[config.mk]
export PLATFORM = sky130hd
export DESIGN_NAME = pin_pulse_generator
export DESIGN_NICKNAME = d
export VERILOG_FILES = /design/src/hdl/ppg_pkg.sv /design/src/hdl/pin_pulse_generator.sv
export VERILOG_INCLUDE_DIRS = /design/src /design/src/hdl
export SDC_FILE = /design/constraint.sdc
export NUM_CORES = 1
export LEC_CHECK = 0
export ABC_AREA = 1
export BUFFER_PORTS_ARGS = -buffer_cell sky130_fd_sc_hd__buf_2
export CORE_MARGIN = 2
export CORE_UTILIZATION = 41
export CTS_CLUSTER_DIAMETER = 100
export DETAILED_ROUTE_END_ITERATION = 8
export MAX_ROUTING_LAYER = met4
export PLACE_DENSITY = 0.55
export SYNTH_ARGS = -nofsm -noshare
export SYNTH_HDL_FRONTEND = slang
export SYNTH_SLANG_ARGS = --single-unit
[constraint.sdc]
create_clock -name i_clk -period 7.32 [get_ports i_clk]
set_input_delay 0.366 -clock i_clk [delete_from_list [all_inputs] [get_ports i_clk]]
set_output_delay 0.366 -clock i_clk [all_outputs]
set_load 0.05 [all_outputs]
[src/hdl/assert_macros.svh]
// ----------------------------------------------------------------------------
// Assertion macros
// Shared concurrent assertion shorthands, clocked on rising edge.
// ----------------------------------------------------------------------------
`ifndef ASSERT_MACROS_SVH
`define ASSERT_MACROS_SVH

// same-cycle implication
`define ASSERT_SAME(lbl, clk, rst_n, ante, cons) \
    lbl: assert property (@(posedge clk) disable iff (!(rst_n)) (ante) |-> (cons)) \
        else $error("same-cycle assertion failed");

// next-cycle implication
`define ASSERT_NEXT(lbl, clk, rst_n, ante, cons) \
    lbl: assert property (@(posedge clk) disable iff (!(rst_n)) (ante) |=> (cons)) \
        else $error("next-cycle assertion failed");

`endif

[src/hdl/ppg_pkg.sv]
// ----------------------------------------------------------------------------
// ppg_pkg
// Types and constants for the pin pulse generator.
// ----------------------------------------------------------------------------
package ppg_pkg;

    localparam int TIME_BITS_DEF = 32;
    localparam int DUR_W         = 32;
    localparam int CFG_DATA_W    = 32;
    localparam int CFG_IDX_W     = 2;
    localparam int IN_DATA_W     = 8;
    localparam int OUT_DATA_W    = 8;

    typedef enum logic [2:0] {
        OP_TICK    = 3'd0,
        OP_TRIGGER = 3'd1,
        OP_ENABLE  = 3'd2,
        OP_DISABLE = 3'd3,
        OP_FORCE   = 3'd4
    } t_opcode;

    typedef enum logic [1:0] {
        MODE_ONESHOT = 2'd0,
        MODE_CONT    = 2'd1,
        MODE_BURST   = 2'd2,
        MODE_SPARE   = 2'd3
    } t_mode;

    typedef enum logic [CFG_IDX_W-1:0] {
        REG_HIGH_TIME  = 2'd0,
        REG_LOW_TIME   = 2'd1,
        REG_MODE       = 2'd2,
        REG_IDLE_LEVEL = 2'd3
    } t_reg_idx;

    localparam logic [1:0] PULSE_TWO  = 2'd2;
    localparam logic [1:0] PULSE_DONE = 2'd3;

    typedef struct packed {
        logic pin_level;
        logic edge_res;
    } t_result;

endpackage

[src/hdl/pin_pulse_generator.sv]
// ----------------------------------------------------------------------------
// pin_pulse_generator: one-shot / continuous / burst pin level generator
// Result is registered in the output register; one item per cycle unless the output stalls.
// Output register plus skid stage decouple input and output handshakes.
// Synchronous active-low reset initialises state and clears config and valid flags.
// ----------------------------------------------------------------------------
`include "assert_macros.svh"

module pin_pulse_generator
    import ppg_pkg::*;
#(
    parameter int TIME_BITS = TIME_BITS_DEF
) (
    input  logic                  i_clk,
    input  logic                  i_rst_n,
    input  logic                  s_axis_tvalid,
    output logic                  s_axis_tready,
    input  logic [IN_DATA_W-1:0]  s_axis_tdata,   // [2:0] opcode, [3] write_level
    output logic                  m_axis_tvalid,
    input  logic                  m_axis_tready,
    output logic [OUT_DATA_W-1:0] m_axis_tdata,   // [0] pin_level, [1] edge_res
    input  logic                  i_cfg_we,
    input  logic [CFG_IDX_W-1:0]  i_cfg_index,
    input  logic [CFG_DATA_W-1:0] i_cfg_wdata
);

    localparam int CMP_W = (TIME_BITS > DUR_W) ? TIME_BITS : DUR_W;
    localparam logic [TIME_BITS-1:0] ELAPSED_MAX = {TIME_BITS{1'b1}};

    logic [DUR_W-1:0]     r_high_time;
    logic [DUR_W-1:0]     r_low_time;
    t_mode                r_mode;
    logic                 r_idle;

    logic                 r_level,   n_level;
    logic [TIME_BITS-1:0] r_elapsed, n_elapsed;
    logic [1:0]           r_pulse,   n_pulse;
    logic                 r_running, n_running;
    logic                 r_trig,    n_trig;
    logic                 r_first;
    logic                 n_edge;

    logic                 r_out_valid;
    t_result              r_out_data;
    logic                 r_skid_valid;
    t_result              r_skid_data;

    t_opcode              in_op;
    logic                 in_wl;
    logic                 in_acc;
    logic                 out_take;
    logic [TIME_BITS-1:0] elapsed_inc;
    logic                 high_done;
    logic                 low_done;
    logic                 chg;
    t_result              new_res;

    assign in_op         = t_opcode'(s_axis_tdata[2:0]);
    assign in_wl         = s_axis_tdata[3];
    assign s_axis_tready = !r_skid_valid;
    assign in_acc        = s_axis_tvalid && s_axis_tready;
    assign out_take      = r_out_valid && m_axis_tready;
    assign m_axis_tvalid = r_out_valid;
    assign m_axis_tdata  = {{(OUT_DATA_W-2){1'b0}}, r_out_data.edge_res, r_out_data.pin_level};

    assign elapsed_inc = (r_elapsed == ELAPSED_MAX) ? r_elapsed
                                                    : r_elapsed + {{(TIME_BITS-1){1'b0}}, 1'b1};
    assign high_done   = CMP_W'(elapsed_inc) >= CMP_W'(r_high_time);
    assign low_done    = CMP_W'(elapsed_inc) >= CMP_W'(r_low_time);

    // tick evaluation
    always_comb begin
        n_level   = r_level;
        n_pulse   = r_pulse;
        n_trig    = r_trig;
        chg       = 1'b0;
        case (r_mode)
            MODE_CONT, MODE_BURST: begin
                if (!(r_level == r_idle && !r_running)) begin
                    if (r_mode == MODE_CONT) begin
                        if (r_level) begin
                            if (high_done) begin
                                chg     = 1'b1;
                                n_level = 1'b0;
                            end
                        end else if (low_done) begin
                            chg     = 1'b1;
                            n_level = 1'b1;
                        end
                    end else begin
                        if (r_level) begin
                            if (high_done && r_pulse != PULSE_DONE) begin
                                chg     = 1'b1;
                                n_level = 1'b0;
                                if (r_pulse == PULSE_TWO) begin
                                    n_pulse = PULSE_DONE;
                                end
                            end
                        end else if ((low_done || r_first) && r_pulse < PULSE_TWO) begin
                            chg     = 1'b1;
                            n_level = 1'b1;
                            n_pulse = r_pulse + 2'd1;
                        end
                    end
                end
            end
            default: begin
                if (r_level != r_idle) begin
                    if ((!r_idle && low_done) || (r_idle && high_done)) begin
                        chg     = 1'b1;
                        n_level = r_idle;
                    end
                end else if (r_trig) begin
                    chg     = 1'b1;
                    n_level = !r_idle;
                    n_trig  = 1'b0;
                end
            end
        endcase
    end

    // command decode
    logic                 c_level;
    logic [TIME_BITS-1:0] c_elapsed;
    logic [1:0]           c_pulse;
    logic                 c_trig;
    logic                 c_first;

    always_comb begin
        c_level   = r_level;
        c_elapsed = r_elapsed;
        c_pulse   = r_pulse;
        c_trig    = r_trig;
        c_first   = r_first;
        n_running = r_running;
        n_edge    = 1'b0;
        n_elapsed = r_elapsed;
        unique case (in_op)
            OP_TICK: begin
                c_level   = n_level;
                c_pulse   = n_pulse;
                c_trig    = n_trig;
                c_elapsed = chg ? '0 : elapsed_inc;
                c_first   = chg ? 1'b0 : r_first;
                n_edge    = chg;
            end
            OP_TRIGGER: c_trig    = 1'b1;
            OP_ENABLE:  n_running = 1'b1;
            OP_DISABLE: begin
                n_running = 1'b0;
                c_pulse   = '0;
            end
            OP_FORCE:   c_level   = in_wl;
            default: ;
        endcase
        n_elapsed         = c_elapsed;
        new_res.pin_level = c_level;
        new_res.edge_res  = n_edge;
    end

    always_ff @(posedge i_clk) begin
        if (!i_rst_n) begin
            r_high_time <= '0;
            r_low_time  <= '0;
            r_mode      <= MODE_ONESHOT;
            r_idle      <= 1'b0;
        end else if (i_cfg_we) begin
            unique case (t_reg_idx'(i_cfg_index))
                REG_HIGH_TIME:  r_high_time <= i_cfg_wdata[DUR_W-1:0];
                REG_LOW_TIME:   r_low_time  <= i_cfg_wdata[DUR_W-1:0];
                REG_MODE:       r_mode      <= t_mode'(i_cfg_wdata[1:0]);
                REG_IDLE_LEVEL: r_idle      <= i_cfg_wdata[0];
                default: ;
            endcase
        end
    end

    always_ff @(posedge i_clk) begin
        if (!i_rst_n) begin
            r_level   <= 1'b0;
            r_elapsed <= '0;
            r_pulse   <= '0;
            r_running <= 1'b0;
            r_trig    <= 1'b0;
            r_first   <= 1'b1;
        end else if (in_acc) begin
            r_level   <= c_level;
            r_elapsed <= n_elapsed;
            r_pulse   <= c_pulse;
            r_running <= n_running;
            r_trig    <= c_trig;
            r_first   <= c_first;
        end
    end

    // output register with skid stage
    always_ff @(posedge i_clk) begin
        if (!i_rst_n) begin
            r_out_valid  <= 1'b0;
            r_skid_valid <= 1'b0;
        end else if (!r_out_valid || out_take) begin
            if (r_skid_valid) begin
                r_out_valid  <= 1'b1;
                r_skid_valid <= 1'b0;
            end else begin
                r_out_valid  <= in_acc;
            end
        end else if (in_acc) begin
            r_skid_valid <= 1'b1;
        end
    end

    always_ff @(posedge i_clk) begin
        if (!r_out_valid || out_take) begin
            r_out_data <= r_skid_valid ? r_skid_data : new_res;
        end else if (in_acc) begin
            r_skid_data <= new_res;
        end
    end

    `ASSERT_SAME(a_skid_behind_out, i_clk, i_rst_n, r_skid_valid, r_out_valid)
    `ASSERT_NEXT(a_edge_restarts, i_clk, i_rst_n, in_acc && n_edge, r_elapsed == '0 && !r_first)
    `ASSERT_NEXT(a_disable_clears, i_clk, i_rst_n, in_acc && in_op == OP_DISABLE, r_pulse == '0 && !r_running)

endmodule

After elaboration in Yosys (flattened, before gate mapping):

Cells that the tools add are included.

* bitwise operators: 2
* eq/ne operators: 22
* add/subtract/negate cells: 2
* reductions and logical operators: 31
* mux-type cells: 40
* magnitude comparators: 3

Operators by type and width (count)
* 32-bit >= comparator: 2
* 32-bit two-way mux: 2
* 32-bit by 1-bit adder with 32-bit output (second input constant): 1
* 32-bit equality test (second input constant): 1
* 1-bit two-way mux: 26
* 2-bit two-way mux: 8
* 2-bit AND reduction: 7
* 2-bit inequality test (second input constant): 5
* 3-bit inequality test (second input constant): 3
* 2-bit equality test (second input constant): 4
* 8-bit AND reduction: 1
* 1-bit logical AND: 7
* 3-bit by 2-bit equality test with 1-bit output (second input constant): 2
* 1-bit one-hot mux with 2 select lines: 3
* 2-bit nonzero test: 3
* 2-bit by 1-bit equality test with 1-bit output (second input constant): 2
* 1-bit logical NOT: 4
* 2-bit one-hot mux with 2 select lines: 1
* 4-bit AND reduction: 1
* 2-bit OR reduction: 2
* 3-bit by 1-bit equality test with 1-bit output (second input constant): 1
* 3-bit equality test (second input constant): 1
* 3-bit logical NOT: 1
* 1-bit logical OR: 3
* other kinds (8): 9

* input port bits: 47
* word-level logic and storage cells: 116
* flip-flop bits (word level): 111
* output and inout port bits: 10

Longest topological paths before layout:

* depth after elaboration: 12
* mapped depth: 32
* mapped depth without buffers: 31

Worst setup path after synthesis:

Ideal clock, no wire load.

* kind: register to register
* start: register r_elapsed[1]
* end: register r_out_data (netlist bit m_axis_tdata[1]), data pin
* setup time: 0.255 ns
* stages on the path, launching flop included: 28
* path buffers: 3
* data required time: 7.065 ns
* slack: 3.847 ns
* clock period less this slack: 3.473 ns
* data arrival time: 3.218 ns
* cells stage by stage: dfxtp_1 > ha_1 > inv_1 > nor3_4 > nand2_4 > inv_2 > nand3_2 > inv_2 > nand4_4 > buf_6 > buf_6 > buf_6 > nand2_1 > ha_1 > nand2_1 > inv_1 > nand2_1 > nand2_1 > nand2_1 > nand2_1 > a21oi_2 > nand3_2 > nand3b_1 > nand2_1 > o211ai_4 > a21oi_1 > nand2_1 > nand2_1

* word-level cells in the longest chain between the ends: 12
* elaborated cells between the ends (all ways): 24
* those cells by class: add/sub (1); order compare (2); eq/ne (1); mux (14); reduce/logical (6)

Ends and longest elaborated chain
* from (decl): RTL line pin_pulse_generator.sv:36 `logic [TIME_BITS-1:0] r_elapsed, n_elapsed;`
* from (signal assigned): RTL line pin_pulse_generator.sv:188 `r_elapsed <= n_elapsed;`
* 32-bit by 1-bit adder with 32-bit output / 32-bit equality test (equally long branches): RTL line pin_pulse_generator.sv:67, pin_pulse_generator.sv:66
* 32-bit two-way mux (*): RTL line pin_pulse_generator.sv:66 `assign elapsed_inc = (r_elapsed == ELAPSED_MAX) ? r_elapsed`
* 32-bit >= comparator: RTL line pin_pulse_generator.sv:69 `assign low_done = CMP_W'(elapsed_inc) >= CMP_W'(r_low_time);`
* 1-bit logical OR: RTL line pin_pulse_generator.sv:99 `end else if ((low_done || r_first) && r_pulse < PULSE_TWO) begin`
* 1-bit logical AND: RTL line pin_pulse_generator.sv:99
* 1-bit two-way mux: RTL line pin_pulse_generator.sv:99
* 1-bit two-way mux: RTL line pin_pulse_generator.sv:91 `if (r_level) begin`
* 1-bit two-way mux: RTL line pin_pulse_generator.sv:80 `if (r_mode == MODE_CONT) begin`
* 1-bit two-way mux: RTL line pin_pulse_generator.sv:79 `if (!(r_level == r_idle && !r_running)) begin`
* 1-bit two-way mux (*): RTL line pin_pulse_generator.sv:77 `case (r_mode)`
* 1-bit two-way mux (*): RTL line pin_pulse_generator.sv:138 `unique case (in_op)`
* net n_edge: RTL line pin_pulse_generator.sv:41 `logic n_edge;`
* 2-bit two-way mux (*): RTL line pin_pulse_generator.sv:215 `r_out_data <= r_skid_valid ? r_skid_data : new_res;`
* to (signal assigned): RTL line pin_pulse_generator.sv:215
* to (decl): RTL line pin_pulse_generator.sv:44 `t_result r_out_data;`

Mark *: on every way through the listed nets, which the timed path passes. The rest lies on a longest branch.
A chain may end at the register's enable or synchronous reset.

Worst setup path after layout:

* start: register r_elapsed[0]
* end: register r_out_data (netlist bit m_axis_tdata[1]), data pin

Same word-level chain as after synthesis.

==> qor.yml <==
drive_above_1_share_pct: 10.3
place_ws_ns: 2.11
tritoncts: "done"
die_area_mm2: 0.0185
synth_flop_cell: "dfxtp_1"
htreeDepth: 3
core_mm2: 0.0172
setup_ws_ns: 2.11
start_util_pct: 41.6
p_per_area_mw_per_mm2: 167
syn_area_mm2: 0.00714
skew_ns: 0.0107
post_cts_resized: 0
place_congestion: 0.927
num-fill-cells: 1806
routed_wl_mm: 17.8
clockRootBuffer: "clkbuf_16"
worst_r2r_endpoint: "m_axis_tdata[1]"
min_path_cells: 3
relSlewSlack_pct: 31.0
worstSetupEndpointType: "flop"
met2_usage_pct: 32.0
hold_class: "in -> reg"
synth_seq_cells: 111
tns_ns: 0
syn_avg_cell_area_um2: 7.12
p_leak_nw: 3.31
grt_pass1_wl_mm: 29.8
diodes: 0
synth_cells: 1003
yosysWarnings: 0
grt_setup_unrepaired: "no"
ant_nets: 0
ir_drop_mv: 0.119
drc: 0
hold_buffers: 0
yosysUniqueCellTypes: 43
critPathKind: "reg -> reg"
hold_viol: 0
grt_pass1_vias: 5961
multi_input_comb_area_mm2: 0.00413
synth_edf_count: 4
seq_area_mm2: 0.00226
wire_per_inst_um: 14.2
drt-initial-drc-count: 308
clk_pin_slew_ns: 0.07
fin_nets: 1137
timing.rr.start: "r_elapsed[0]"
tightest_slew_ns: 1.03
area_growth_pct: 8.13
cts_sinks: 111
grt-busiest-layer: "met2"
grt_max_degree: 72
fin_cells: 1252
fp.dieH_um: 136
status: "complete, no violations"
cts_setup_buffers: 0
critPathArrivalTime_ns: 5.32
max_freq_mhz: 192
hold_path_end: "r_low_time[0]"
r2r_slack_ns: 2.11
fin_crit_sh_pct: 71.2
die_x_um: 136
clock_insertion_delay_worst_skew_ns: 0.36
use_met3_pct: 2.95
vias_per_cell: 5.05
slew_violations: 0
vias: 6322
antenna_found_initial: 0
cts_buffers: 9
grt.overflow.total: 0
cp_max_fo: 42
fin_crit_ns: 5.21
row_count: 48
min-delay-start: "i_cfg_wdata[0]"
place.detailed.hpwl_mm: 13.1
dp_cells: 1236
clockBufferDepth: 2
drt-pass1-iter-count: 4
setup_violations: 0
cp.required_ns: 7.43
grt_usage_pct: 20.8
ys_seq_area_share_pct: 31.7
use_met1_pct: 28.7
synthArstFlopShare_pct: 0
portBuffers: 46
io_pins: 57
startpoint_type: "flop"
cap_violations: 0
ff2ff_path_depth: 23
## cell families after synthesis
family | Yosys count | synth area share, %
adder cells (fa/ha/maj) | 68 | 11.9
buffers and inverters | 178 | 10.7
other | 1 | 0.0525
flip-flops | 111 | 31.7
AND/OR/NAND/NOR | 363 | 22.7
AO/OA/AOI/OAI | 252 | 19.2
XOR/XNOR | 30 | 3.68
## worst max path at each step
stage,from,endpoint,depth (start not counted)
after floorplan,r_elapsed[1],m_axis_tdata[1],27
after global placement,r_elapsed[0],m_axis_tdata[1],23
after detailed placement,r_elapsed[0],m_axis_tdata[1],23
after CTS,r_elapsed[0],m_axis_tdata[1],23
after global routing,r_elapsed[0],m_axis_tdata[1],27
final,r_elapsed[0],m_axis_tdata[1],23
## registers in the layout, indices dropped and copies added (netlist names), 2 cells and up
register,cells
m_axis_tdata,2
r_elapsed,32
r_high_time,32
r_low_time,32
r_mode,2
r_pulse,2
r_skid_data,2
## power by group
part           switching, mW  internal (mW)
Combinational          0.121         0.0535
Sequential           0.00865          0.630
Clock                  0.227          0.251
Total                  0.357          0.934
## through the flow
step           total power [mW]  cell area [um2]  utilization [%]  hold WS, ns
3_3_place_gp              0.827             7440             43.3        0.438
2_1_floorplan             0.780             7160                -        0.410
5_1_grt                    1.36             7720             44.9        0.298
6_report                   1.29             7720             44.9        0.291
3_5_place_dp              0.828             7440             43.3        0.436
4_1_cts                    1.31             7720             44.9        0.272
## cell type report
| cell class | count | area share (%) |
|---|---|---|
| Multi-Input combinational cell | 719 | 53.5 |
| Sequential cell | 111 | 29.3 |
| Inverter | 128 | 6.22 |
| Timing Repair Buffer | 53 | 3.66 |
| Tap cell | 225 | 3.65 |
| Clock buffer | 14 | 3.42 |
| Clock inverter | 2 | 0.195 |
## placed cells by master (no fill, tap or decap), types with 4 or more instances in the layout
master | Yosys | final
inv_1 | 120 | 119
o21ai_0 | 70 | 70
o21a_1 | 4 | 4
ha_1 | 68 | 68
nand2_1 | 199 | 199
nor4_1 | 6 | 6
inv_2 | 7 | 8
conb_1 | 1 | 6
buf_4 | 7 | 7
edfxtp_1 | 4 | 4
clkbuf_16 | 0 | 9
a21oi_1 | 148 | 148
nor2_1 | 54 | 54
nand4_1 | 18 | 18
nor2_2 | 4 | 4
dfxtp_1 | 107 | 107
nand3_1 | 54 | 53
xor2_1 | 19 | 19
buf_2 | 4 | 46
nor3_1 | 14 | 14
a21oi_2 | 14 | 14
xnor2_1 | 11 | 11
## cell usage after synthesis, types with 4 or more instances
cell | n | area, um2
edfxtp_1 | 4 | 120
o21a_1 | 4 | 30.0
xor2_1 | 19 | 166
buf_6 | 9 | 101
a21oi_1 | 148 | 741
nor3_1 | 14 | 70.1
ha_1 | 68 | 851
nor2_2 | 4 | 25.0
buf_2 | 4 | 20.0
inv_2 | 7 | 26.3
nor4_1 | 6 | 37.5
a21oi_2 | 14 | 123
inv_1 | 120 | 450
nand4_1 | 18 | 113
xnor2_1 | 11 | 96.3
o21ai_0 | 70 | 350
buf_4 | 7 | 52.6
nor2_1 | 54 | 203
nand3_1 | 54 | 270
dfxtp_1 | 107 | 2140
clkbuf_1 | 30 | 113
nand2_1 | 199 | 747
## critical path, cell delays in order, from the launching register on
cell and delay, ns:
dfxtp_1 0.44, ha_1 0.21, inv_1 0.13, nor3_4 0.24
nand2_4 0.11, inv_2 0.07, nand3_2 0.09, inv_2 0.10
nand4_4 0.53, buf_4 0.47, nand2_1 0.15, ha_1 0.26
a21oi_1 0.15, o21ai_1 0.08, nand2_1 0.06, o211ai_1 0.11
nor2_1 0.26, nand3b_1 0.11, nand2_1 0.08, nand2_1 0.10
o211ai_4 0.82, a21oi_1 0.20, nand2_1 0.11, nand2_1 0.06
## metal layers
metal  wire length [um]  up-vias  part of all wire [%]
met1               9090     2840                    51
met4                195        0                   1.1
li1                   -     3354                     -
met5                  0        -                     0
met2               7840      116                    44
met3                640       12                   3.6
Note: power is estimated with default switching activity, not from simulation.
